File: src/hw/rtl/ohb_pkg.sv
`default_nettype none
package ohb_pkg;

  // Field and register widths
  localparam int HASH_W     = 32;
  localparam int BYTE_W     = 8;
  localparam int BUCKET_W   = 16;
  localparam int KEYLEN_W   = 13;
  localparam int BCOUNT_W   = 17;
  localparam int CFG_DATA_W = 17;
  localparam int CMP_W      = 17;
  localparam int STEP_W     = $clog2(HASH_W);

  // Defaults and limits
  localparam int DEF_MAX_KEY_BYTES = 4096;
  localparam int KEYLEN_RESET      = 4;
  localparam int BCOUNT_RESET      = 1024;
  localparam int BUCKETS_MAX       = 65536;

  // Register indexes
  localparam logic CFG_KEY_LENGTH   = 1'b0;
  localparam logic CFG_BUCKET_COUNT = 1'b1;

  // Controller to datapath
  typedef struct packed {
    logic byte_load;
    logic fin_load;
    logic div_step;
    logic out_load;
  } ohb_cmd_t;

  // Datapath to controller
  typedef struct packed {
    logic key_end;
    logic div_done;
  } ohb_stat_t;

  // Per-byte mix: add sign-extended byte, shift-add, shift-xor
  function automatic logic [HASH_W-1:0] mix_byte(input logic [HASH_W-1:0] acc,
                                                 input logic [BYTE_W-1:0] b);
    logic [HASH_W-1:0] a;
    a = acc + {{(HASH_W-BYTE_W){b[BYTE_W-1]}}, b};
    a = a + (a << 10);
    a = a ^ (a >> 6);
    return a;
  endfunction

  // Final avalanche
  function automatic logic [HASH_W-1:0] final_mix(input logic [HASH_W-1:0] acc);
    logic [HASH_W-1:0] h;
    h = acc + (acc << 3);
    h = h ^ (h >> 11);
    h = h + (h << 15);
    return h;
  endfunction

  // Bucket count clamped to 1..BUCKETS_MAX
  function automatic logic [BCOUNT_W-1:0] eff_buckets(input logic [BCOUNT_W-1:0] bc);
    logic [BCOUNT_W-1:0] n;
    n = bc;
    if (n == '0) n = BCOUNT_W'(1);
    if (n > BCOUNT_W'(BUCKETS_MAX)) n = BCOUNT_W'(BUCKETS_MAX);
    return n;
  endfunction

endpackage
`default_nettype wire

File: src/hw/rtl/ohb_dp.sv
`default_nettype none
module ohb_dp
  import ohb_pkg::*;
#(
  parameter int MAX_KEY_BYTES = DEF_MAX_KEY_BYTES
) (
  input  wire logic                  clk,
  input  wire logic                  rst,
  input  wire logic                  cfg_we,
  input  wire logic                  cfg_index,
  input  wire logic [CFG_DATA_W-1:0] cfg_data,
  input  wire logic [BYTE_W-1:0]     key_byte,
  input  wire ohb_cmd_t              cmd,
  output ohb_stat_t                  stat,
  output logic [HASH_W-1:0]          hash_out,
  output logic [BUCKET_W-1:0]        bucket_index
);

  localparam int CW = $clog2(MAX_KEY_BYTES + 1);

  logic [KEYLEN_W-1:0] key_length;
  logic [BCOUNT_W-1:0] bucket_count;
  logic [HASH_W-1:0]   accumulator;
  logic [CW-1:0]       byte_count;
  logic [HASH_W-1:0]   hash;
  logic [HASH_W-1:0]   dividend;
  logic [BCOUNT_W-1:0] divisor;
  logic [BCOUNT_W-1:0] rem;
  logic [STEP_W-1:0]   step;

  logic [CMP_W-1:0]    eff_len;
  logic [CMP_W-1:0]    count_inc;
  logic [HASH_W-1:0]   acc_mixed;
  logic [HASH_W-1:0]   hash_fin;
  logic [BCOUNT_W:0]   trial;
  logic [BCOUNT_W:0]   trial_sub;

  // Configuration registers
  always_ff @(posedge clk) begin
    if (rst) begin
      key_length   <= KEYLEN_W'(KEYLEN_RESET);
      bucket_count <= BCOUNT_W'(BCOUNT_RESET);
    end else if (cfg_we) begin
      unique case (cfg_index)
        CFG_KEY_LENGTH:   key_length   <= cfg_data[KEYLEN_W-1:0];
        CFG_BUCKET_COUNT: bucket_count <= cfg_data[BCOUNT_W-1:0];
      endcase
    end
  end

  // Effective key length and end-of-key detect
  always_comb begin
    eff_len = CMP_W'(key_length);
    if (eff_len == '0) eff_len = CMP_W'(1);
    if (eff_len > CMP_W'(MAX_KEY_BYTES)) eff_len = CMP_W'(MAX_KEY_BYTES);
    count_inc = CMP_W'(byte_count) + CMP_W'(1);
  end

  assign acc_mixed    = mix_byte(accumulator, key_byte);
  assign hash_fin     = final_mix(accumulator);
  assign stat.key_end = (count_inc >= eff_len);
  assign stat.div_done = (step == STEP_W'(HASH_W - 1));

  // Accumulator and byte count; the accumulator keeps the mixed value of the
  // last byte until the final mix picks it up
  always_ff @(posedge clk) begin
    if (rst) begin
      accumulator <= '0;
      byte_count  <= '0;
    end else if (cmd.byte_load) begin
      accumulator <= acc_mixed;
      byte_count  <= stat.key_end ? '0 : CW'(count_inc);
    end else if (cmd.fin_load) begin
      accumulator <= '0;
    end
  end

  // Restoring divider, one quotient bit a cycle
  assign trial     = {rem, dividend[HASH_W-1]};
  assign trial_sub = trial - {1'b0, divisor};

  always_ff @(posedge clk) begin
    if (rst) begin
      step <= '0;
    end else if (cmd.fin_load) begin
      step <= '0;
    end else if (cmd.div_step) begin
      step <= step + STEP_W'(1);
    end
  end

  always_ff @(posedge clk) begin
    if (cmd.fin_load) begin
      hash     <= hash_fin;
      dividend <= hash_fin;
      divisor  <= eff_buckets(bucket_count);
      rem      <= '0;
    end else if (cmd.div_step) begin
      dividend <= dividend << 1;
      if (trial >= {1'b0, divisor}) begin
        rem <= trial_sub[BCOUNT_W-1:0];
      end else begin
        rem <= trial[BCOUNT_W-1:0];
      end
    end
  end

  // Output word register
  always_ff @(posedge clk) begin
    if (cmd.out_load) begin
      hash_out     <= hash;
      bucket_index <= rem[BUCKET_W-1:0];
    end
  end

endmodule
`default_nettype wire

File: src/hw/rtl/ohb_ctrl.sv
`default_nettype none
module ohb_ctrl
  import ohb_pkg::*;
(
  input  wire logic      clk,
  input  wire logic      rst,
  input  wire logic      s_tvalid,
  output logic           s_tready,
  output logic           m_tvalid,
  input  wire logic      m_tready,
  input  wire ohb_stat_t stat,
  output ohb_cmd_t       cmd
);

  localparam logic [1:0] S_ACC  = 2'd0;
  localparam logic [1:0] S_FIN  = 2'd1;
  localparam logic [1:0] S_DIV  = 2'd2;
  localparam logic [1:0] S_WAIT = 2'd3;

  logic [1:0] state;
  logic [1:0] state_next;

  // Command decode
  always_comb begin
    s_tready      = (state == S_ACC);
    cmd.byte_load = s_tvalid && s_tready;
    cmd.fin_load  = (state == S_FIN);
    cmd.div_step  = (state == S_DIV);
    cmd.out_load  = (state == S_WAIT) && (!m_tvalid || m_tready);
  end

  // Next state
  always_comb begin
    state_next = state;
    unique case (state)
      S_ACC:  if (cmd.byte_load && stat.key_end) state_next = S_FIN;
      S_FIN:  state_next = S_DIV;
      S_DIV:  if (stat.div_done) state_next = S_WAIT;
      S_WAIT: if (cmd.out_load) state_next = S_ACC;
      default: state_next = S_ACC;
    endcase
  end

  always_ff @(posedge clk) begin
    if (rst) begin
      state    <= S_ACC;
      m_tvalid <= 1'b0;
    end else begin
      state <= state_next;
      if (cmd.out_load) begin
        m_tvalid <= 1'b1;
      end else if (m_tready) begin
        m_tvalid <= 1'b0;
      end
    end
  end

endmodule
`default_nettype wire

File: src/hw/rtl/one_at_a_time_hash_bucket_index_top.sv
// A key's bytes are accumulated first, then the final mix, a one-bit-per-cycle
// remainder divider and the output load follow in that order to the result word.
// Bytes of the next key are taken while a finished word waits on m_tready.
// Reset (synchronous, rst high): key_length 4, bucket_count 1024, accumulator and byte count cleared.
`default_nettype none
module one_at_a_time_hash_bucket_index_top
  import ohb_pkg::*;
#(
  parameter int MAX_KEY_BYTES = DEF_MAX_KEY_BYTES
) (
  input  wire logic                  clk,
  input  wire logic                  rst,
  input  wire logic                  s_tvalid,
  output logic                       s_tready,
  input  wire logic [7:0]            s_tdata,   // [7:0] key_byte
  output logic                       m_tvalid,
  input  wire logic                  m_tready,
  output logic [47:0]                m_tdata,   // [31:0] hash_out, [47:32] bucket_index
  input  wire logic                  cfg_we,
  input  wire logic                  cfg_index,
  input  wire logic [CFG_DATA_W-1:0] cfg_data
);

  ohb_cmd_t              cmd;
  ohb_stat_t             stat;
  logic [HASH_W-1:0]     hash_out;
  logic [BUCKET_W-1:0]   bucket_index;

  ohb_ctrl u_ctrl (
    .clk      (clk),
    .rst      (rst),
    .s_tvalid (s_tvalid),
    .s_tready (s_tready),
    .m_tvalid (m_tvalid),
    .m_tready (m_tready),
    .stat     (stat),
    .cmd      (cmd)
  );

  ohb_dp #(
    .MAX_KEY_BYTES (MAX_KEY_BYTES)
  ) u_dp (
    .clk          (clk),
    .rst          (rst),
    .cfg_we       (cfg_we),
    .cfg_index    (cfg_index),
    .cfg_data     (cfg_data),
    .key_byte     (s_tdata),
    .cmd          (cmd),
    .stat         (stat),
    .hash_out     (hash_out),
    .bucket_index (bucket_index)
  );

  assign m_tdata = {bucket_index, hash_out};

endmodule
`default_nettype wire

File: config.mk
export PLATFORM = sky130hd
export DESIGN_NAME = one_at_a_time_hash_bucket_index_top
export DESIGN_NICKNAME = d
export VERILOG_FILES = /design/src/hw/rtl/ohb_pkg.sv /design/src/hw/rtl/ohb_dp.sv /design/src/hw/rtl/ohb_ctrl.sv /design/src/hw/rtl/one_at_a_time_hash_bucket_index_top.sv
export SDC_FILE = /design/constraint.sdc
export NUM_CORES = 1
export LEC_CHECK = 0
export BUFFER_PORTS_ARGS = -buffer_cell sky130_fd_sc_hd__buf_2
export CAP_MARGIN = 20
export CORE_MARGIN = 2
export CORE_UTILIZATION = 28
export CTS_BUF_LIST = sky130_fd_sc_hd__clkbuf_2 sky130_fd_sc_hd__clkbuf_4 sky130_fd_sc_hd__clkbuf_8
export CTS_CLUSTER_DIAMETER = 50
export DETAILED_ROUTE_END_ITERATION = 10
export PLACE_DENSITY = 0.42
export SYNTH_ARGS = -nofsm -noshare
export SYNTH_HDL_FRONTEND = slang
export SYNTH_HIERARCHICAL = 1
export SYNTH_SLANG_ARGS = --single-unit
File: constraint.sdc
create_clock -name clk -period 12.17 [get_ports clk]
set_clock_uncertainty 0.1 [all_clocks]
set_input_delay 0.6085 -clock clk [delete_from_list [all_inputs] [get_ports clk]]
set_output_delay 0.6085 -clock clk [all_outputs]
set_load 0.03 [all_outputs]
==> results of run 1 <==
-- cell type report --
class                           count  area (sq um)
Clock inverter                      6          57.6
Timing Repair Buffer               88           460
Multi-Input combinational cell   1176          8360
Antenna cell                        1          2.50
Sequential cell                   229          5880
Inverter                           65           244
Tap cell                          688           861
Fill cell                        5390         35600
Clock buffer                       64           800
-- how the worst min path moves through the flow --
stage	startpoint	endpoint
after floorplan	u_dp/hash[0]	u_dp/hash_out[0]
after global placement	u_dp/hash[5]	u_dp/hash_out[5]
after detailed placement	u_dp/hash[5]	u_dp/hash_out[5]
after CTS	cfg_data[2]	u_dp/key_length[2]
after global routing	cfg_data[16]	u_dp/bucket_count[16]
final	cfg_data[2]	u_dp/key_length[2]
-- layer usage --
| layer | routed length (um) | up-vias |
|---|---|---|
| met5 | 11 | - |
| met4 | 872 | 2 |
| met1 | 17900 | 5188 |
| met2 | 17500 | 149 |
| li1 | - | 5646 |
| met3 | 1140 | 58 |
-- report_power, final --
group | switching (W) | internal [W]
Clock | 0.000315 | 0.000436
Combinational | 0.00184 | 0.00120
Sequential | 0.0000961 | 0.00111
Total | 0.00225 | 0.00274
-- flip-flops by register name, indices dropped and copies added, names as in the netlist --
signal	flops
u_dp/divisor	17
u_dp/bucket_count	17
u_dp/bucket_index	16
u_ctrl/m_tvalid	1
u_dp/rem	17
u_dp/key_length	13
u_dp/accumulator	32
u_dp/step	5
u_dp/hash	32
u_dp/dividend	32
u_dp/byte_count	13
u_dp/hash_out	32
u_ctrl/state	2
-- cells by family (layout without fill, tap and decap cells) --
logic type | Yosys count | count (layout) | synth area share, %
AND/OR/NAND/NOR | 464 | 464 | 15.3
buffers and inverters | 113 | 223 | 3.51
other | 0 | 1 | 0
flip-flops | 229 | 229 | 39.9
multiplexers | 47 | 47 | 3.46
AO/OA/AOI/OAI | 375 | 375 | 16.8
XOR/XNOR | 152 | 152 | 9.09
adder cells (fa/ha/maj) | 138 | 138 | 12.0
-- synthesized netlist by cell type (12+ instances only) --
library cell,number
nand4_1,13
edfxtp_1,129
o21ai_1,13
a211oi_1,26
o21ai_0,38
nor3_1,17
nand3_1,29
o21bai_1,12
mux2i_1,16
ha_1,131
mux2_2,31
nand2_1,144
nand2b_1,22
clkbuf_1,37
o21a_1,14
nor2_1,125
dfxtp_1,100
a21oi_1,147
inv_1,64
a21o_1,40
and2_1,18
nor3b_1,26
xor2_1,71
and3_1,17
xnor2_1,80
nor2b_1,14
-- worst max-delay path: cells and delay by family (launching register included) --
kind                     cells  cell delay, ns
XOR/XNOR                     2            0.24
AO/OA/AOI/OAI               18            4.50
multiplexers                 1            0.26
AND/OR/NAND/NOR              2            0.23
adder cells (fa/ha/maj)      2            0.71
flip-flops                   1            0.37
-- cell usage in the layout (no fill, tap or decap), drive strengths merged, types with 8 or more instances in the layout --
| cell | netlist | final |
|---|---|---|
| a21oi | 149 | 149 |
| nand2 | 144 | 144 |
| ha | 131 | 131 |
| edfxtp | 129 | 129 |
| nor2 | 125 | 125 |
| dfxtp | 100 | 100 |
| buf | 3 | 88 |
| xnor2 | 81 | 81 |
| xor2 | 71 | 71 |
| inv | 65 | 65 |
| clkbuf | 44 | 64 |
| o21ai | 52 | 52 |
| a21o | 43 | 43 |
| mux2 | 31 | 31 |
| a211oi | 31 | 31 |
| nand3 | 29 | 29 |
| nor3b | 26 | 26 |
| nand2b | 22 | 22 |
| and3 | 20 | 20 |
| and2 | 20 | 20 |
| nor3 | 19 | 19 |
| mux2i | 16 | 16 |
| nor2b | 14 | 14 |
| o21a | 14 | 14 |
| nand4 | 13 | 13 |
| o21bai | 13 | 13 |
| o211ai | 12 | 12 |
| nand3b | 11 | 11 |
| a21boi | 9 | 9 |
| a31oi | 8 | 8 |
-- per-stage QoR --
step,hold WS (ns),cell area (sq um)
floorplan,0.300,14700
global placement,0.303,15800
detailed placement,0.305,15800
CTS,0.147,16700
global route,0.164,16700
finish,0.191,16700
==> metrics.md, run 1 <==
| Metric | Value |
|---|---|
| Outcome | `completed` |
| Met2 GRT Util | `22.8%` |
| MaxCap Viol Count | `0` |
| Cell Area, Synth | `14700 sq um` |
| Standard-cell rows | `84` |
| Syn-to-layout area delta | `13.1%` |
| Overflow after GRT | `0` |
| Netlist cell types | `88` |
| Hold Buf Count CTS | `0` |
| Post-CTS setup buffer count | `0` |
| Met3 GRT Util | `1.94%` |
| Critical Path Start | `u_dp/accumulator[6]` |
| DRT Pass-1 Iters | `5` |
| Die Y | `233 um` |
| Crit path time final | `6.69 ns` |
| CTS Buf Count | `41` |
| Worst path arrival time | `6.87 ns` |
| Initial antenna violation count | `2` |
| Most used DFF post-synth | `edfxtp_1` |
| CP required | `12.36 ns` |
| Synth top area share | `26.3%` |
| Fin nets | `1768` |
| Worst setup EP type | `flop` |
| Clock Tree Buf Depth | `3` |
| DRT iter0 DRCs | `480` |
| Layout cell share with drive strength beyond 1 | `14.0%` |
| Biggest cell delay along the critical path | `0.62 ns` |
| Syn Nets | `1685` |
| Final WS setup | `5.48 ns` |
| Sequential share of the synthesized area | `39.9%` |
| RSZ-0062 raised after global routing | `false` |
| Most common cell on crit path | `a21oi_1` |
| Clock sinks | `229` |
| CTS tree | `built` |
| Area leader, netlist | `edfxtp_1` |
| YS warnings | `6` |
| Final Util | `31.9%` |
| Critical path class | `reg -> reg` |
| Post-synth EDFFs | `129` |
| Worst R2R Path Depth | `25` |
| Routed wire length | `37400 um` |
| Die X | `233 um` |
| Setup_tns | `0 ns` |
| Post-Syn Instances | `1518` |
| Gr usage total | `13.7%` |
| Vias | `11000` |
| Startpoint Class | `flop` |
| Antenna violation net count after detailed routing | `0` |
| Clock-pin slew on the worst setup and hold paths | `0.06 ns` |
| Hold Path Class | `in -> reg` |
| Setup Viol. Count Final | `0` |
| Vias per cell | `4.77` |
| Period Utilization, post-route | `54.9%` |
| Die ar. | `54500 sq um` |
| Maximum vdd drop | `113 uV` |
| R2r endpoint | `u_dp/dividend[30]` |
| Highest clock rate | `0.150 GHz` |
| Starting Density | `28.2%` |
| Setup slack, reg-to-reg | `5.48 ns` |
| Final Power | `0.00500 W` |
| DP HPWL | `28400 um` |
| Dpl cells | `2246` |
| CP max FO | `4` |
| Hold Crit Depth | `3` |
| Top area cells in the synthesized netlist | `edfxtp_1 26%, dfxtp_1 14%, ha_1 11%, a21oi_1 5.0%, xnor2_1 4.8%` |
| Slew Limit Fails | `0` |
| Reg2reg start | `u_dp/accumulator[6]` |
| Leak pwr | `6.91 nW` |
| Post-Place Worst Slack | `5.64 ns` |
| PD cells | `300 nW/um^2` |
| Most used routing layer | `met2` |
| Crit path max-delay cell type | `a221oi_1` |
| Mean Syn Cell Area | `9.70 sq um` |
| PortBufs | `80` |
| Htree depth | `2` |
| Final GP Congestion | `0.826` |
| Vias in the first global route | `10900` |
| Rel. slew slack | `36.7%` |
| CTS root buffer | `clkbuf_8` |
| Final cell count without fillers | `2317` |
| Pin count of the biggest net entering global routing | `78` |
| Flops & latches, synth | `229` |
| Residual DRC count | `0` |
| Synth async-reset ratio | `0%` |
| Clk_lat worst skew | `0.56 ns` |
| Worst-Margin Slew | `0.949 ns` |
| Resized Gates After CTS | `0` |
| Global-route wire length before repair | `59800 um` |
| Met1 Usage GRT | `18.3%` |
| Routed len/inst | `16.1 um` |
| Core area | `52200 sq um` |
| Final hold violation count | `0` |
| Crit path to | `u_dp/dividend[30]` |
| IO Pins | `81` |
Note: power is estimated with default switching activity, not from simulation.
==> run 2: changes to the inputs <==
--- a/config.mk
+++ b/config.mk
@@ -12,7 +12,7 @@
 export CTS_BUF_LIST = sky130_fd_sc_hd__clkbuf_2 sky130_fd_sc_hd__clkbuf_4 sky130_fd_sc_hd__clkbuf_8
 export CTS_CLUSTER_DIAMETER = 50
 export DETAILED_ROUTE_END_ITERATION = 10
-export PLACE_DENSITY = 0.42
+export PLACE_DENSITY = 0.43
 export SYNTH_ARGS = -nofsm -noshare
 export SYNTH_HDL_FRONTEND = slang
 export SYNTH_HIERARCHICAL = 1
==> constraint.sdc (replaced) <==
create_clock -name clk -period 6 [get_ports clk]
set_clock_uncertainty 0.1 [all_clocks]
set_input_delay 0.3 -clock clk [delete_from_list [all_inputs] [get_ports clk]]
set_output_delay 0.3 -clock clk [all_outputs]
set_load 0.03 [all_outputs]
==> run 2 against run 1 <==
Effect of this change:
- global-route usage is 0.45 points lower
- combinational power up 110%
- cell count grew 1.9%
- non-clock buffer count increased by 48
- sequential cell count is the same
- first-iteration DRC count is 11% higher
==> metrics.md, run 2 (synthesized netlist as in run 1, its figures left out) <==
| Metric | Value |
|---|---|
| Outcome | `completed` |
| Highest clock rate | `0.176 GHz (+18%)` |
| Commonest non-fill, non-tap cell in the layout | `nand2_1` |
| Final hold violation count | `0 (unchanged)` |
| Final GP Congestion | `0.803 (-2.7%)` |
| Dpl cells | `2274 (+1.2%)` |
| Critical path class | `reg -> reg` |
| Setup slack, reg-to-reg | `0.33 ns (-5.16 ns)` |
| Leak pwr | `7.15 nW (+3.4%)` |
| Vias per cell | `4.72 (-0.89%)` |
| Routed len/inst | `15.6 um (-3.5%)` |
| Vias in the first global route | `10900 (-0.51%)` |
| IO Pins | `81 (unchanged)` |
| Crit-path cells | `buf_4 -> ha_1 -> inv_1 -> fa_1 -> nand2b_1 -> a211oi_2 -> o221a_2 -> nor3_2 -> o31ai_1 -> a21o_2 -> a21oi_1 -> xnor2_1 -> ha_1 -> or3_1 -> o211ai_1 -> nor2_1 -> a211o_2 -> o31a_1 -> a21o_1 -> a31o_1 -> maj3_2 -> xnor2_2 -> a21oi_1 -> nor2_1` |
| Clock Tree Buf Depth | `3 (unchanged)` |
| Standard-cell rows | `84 (unchanged)` |
| Maximum vdd drop | `249 uV (+120%)` |
| Setup_tns | `0 ns (unchanged)` |
| Antenna violation net count after detailed routing | `0 (unchanged)` |
| Final cell count without fillers | `2362 (+1.9%)` |
| DRT iter0 DRCs | `531 (+11%)` |
| RSZ-0062 raised after global routing | `true` |
| MaxCap Viol Count | `0 (unchanged)` |
| Worst-Margin Slew | `0.950 ns (+0.00138 ns)` |
| Period Utilization, post-route | `94.5% (+40 points)` |
| DRT Pass-1 Iters | `5 (unchanged)` |
| PD cells | `607 nW/um^2 (+100%)` |
| Die X | `233 um (unchanged)` |
| CTS tree | `built` |
| Starting Density | `28.2% (unchanged)` |
| CTS root buffer | `clkbuf_8` |
| DP HPWL | `27800 um (-2.4%)` |
| Global-route wire length before repair | `58100 um (-2.9%)` |
| Die Y | `233 um (unchanged)` |
| Slew Limit Fails | `0 (unchanged)` |
| Filler cells | `5382 (-0.15%)` |
| Hold Path Class | `in -> reg` |
| Clock sinks | `229 (unchanged)` |
| Most frequent cells in the layout | `144 x nand2_1, 140 x a21oi_1, 129 x ha_1, 129 x edfxtp_1, 125 x nor2_1` |
| Syn-to-layout area delta | `16.4%` |
| CTS Buf Count | `39 (-4.9%)` |
| Layout cell share with drive strength beyond 1 | `16.6% (+2.6 points)` |
| Gr usage total | `13.3% (-0.45 points)` |
| CP required | `6.30 ns (-6.06 ns)` |
| Overflow after GRT | `0 (unchanged)` |
| Crit path max-delay cell type | `or3_1` |
| Routed wire length | `36800 um (-1.6%)` |
| Worst setup EP type | `flop` |
| Crit path time final | `5.67 ns (-1.01 ns)` |
| Initial antenna violation count | `2 (unchanged)` |
| Core area | `52200 sq um (unchanged)` |
| Die ar. | `54500 sq um (unchanged)` |
| Worst path arrival time | `5.97 ns (-0.90 ns)` |
| Residual DRC count | `0 (unchanged)` |
| Setup Viol. Count Final | `0 (unchanged)` |
| Pin count of the biggest net entering global routing | `78 (unchanged)` |
| Rel. slew slack | `36.6% (-0.092 points)` |
| Clock-pin slew on the worst setup and hold paths | `0.06 ns (about the same)` |
| Fin nets | `1814 (+2.6%)` |
| CP max FO | `4 (unchanged)` |
| Area occupied by multi-input gates | `8490 sq um (+1.5%)` |
| Register Area | `5880 sq um (about the same)` |
| Clk_lat worst skew | `0.55 ns (about the same)` |
| Biggest cell delay along the critical path | `0.40 ns (-0.22 ns)` |
| Startpoint Class | `flop` |
| Htree depth | `2 (unchanged)` |
| PortBufs | `80 (unchanged)` |
| Vias | `11200 (+1.0%)` |
run 2: cell types whose count changed in the layout (fill, tap and decap cells not counted), moves of 3 or more:
cell           before  now
a21oi_2             1    8
a21oi_1           147  140
dlygate4sd3_1       0   17
clkbuf_8           51   47
buf_4               8   39
o21ai_2             1    4
run 2: worst max-delay path: cells and delay by family, from the launching register on:
kind / cells / cell delay [ns]
compound gates: 11 / 2.55
xor+xnor: 2 / 0.35
fa+ha+maj: 4 / 1.20
buf+inv: 2 / 0.21
flops: 1 / 0.33
simple gates: 5 / 0.80
run 2: power by group:
group / switching, W / total, W / internal [W] / leakage (nW)
logic: 0.00387 / 0.00652 / 0.00265 / 4.73
registers: 0.000180 / 0.00243 / 0.00225 / 2.00
clock network: 0.000635 / 0.00146 / 0.000821 / 0.422
run 2: stage by stage:
step	hold slack [ns]	instance area [sq um]	util (%)	setup slack, ns	power, W
2_1_floorplan	0.272	14700	-	0.295	0.00700
3_3_place_gp	0.303	16000	30.7	0.0766	0.00881
3_5_place_dp	0.305	16000	30.7	-0.0204	0.00883
4_1_cts	0.0269	17000	32.6	0.00139	0.0104
5_1_grt	0.0834	17100	32.8	-0.0592	0.0113
6_report	0.0740	17100	32.8	0.328	0.0104
run 2: layer usage:
metal | track usage, % | share of wire [%]
met5 | 0 | 0.030
met4 | 3.82 | 2.0
met3 | 1.70 | 3.0
met2 | 22.4 | 47
met1 | 17.7 | 48
run 2: timing repair:
action                     CTS  global route
hold endpoints to repair    30             0
setup buffers                1             2
pin swaps                    1             4
setup endpoints to repair    2            16
hold buffers                17             0
resized for setup            1            25
run 2: worst paths after layout:
path,startpoint,to,cells after the start
worst max register to register,u_dp/accumulator[0],u_dp/accumulator[31],24
worst min register to register,u_dp/hash[11],u_dp/hash_out[11],0
worst min-delay path,m_tready,u_ctrl/m_tvalid,4
worst max-delay path,u_dp/accumulator[0],u_dp/accumulator[31],24
run 2: final cells by class:
class / count / area share (%)
diodes: 1 / 0.0146
clock buffers: 58 / 4.25
clock inverters: 9 / 0.445
inverters: 65 / 1.42
multi-input cells: 1176 / 49.5
flip-flops and latches: 229 / 34.3
well taps: 688 / 5.02
repair buffers: 136 / 5.04
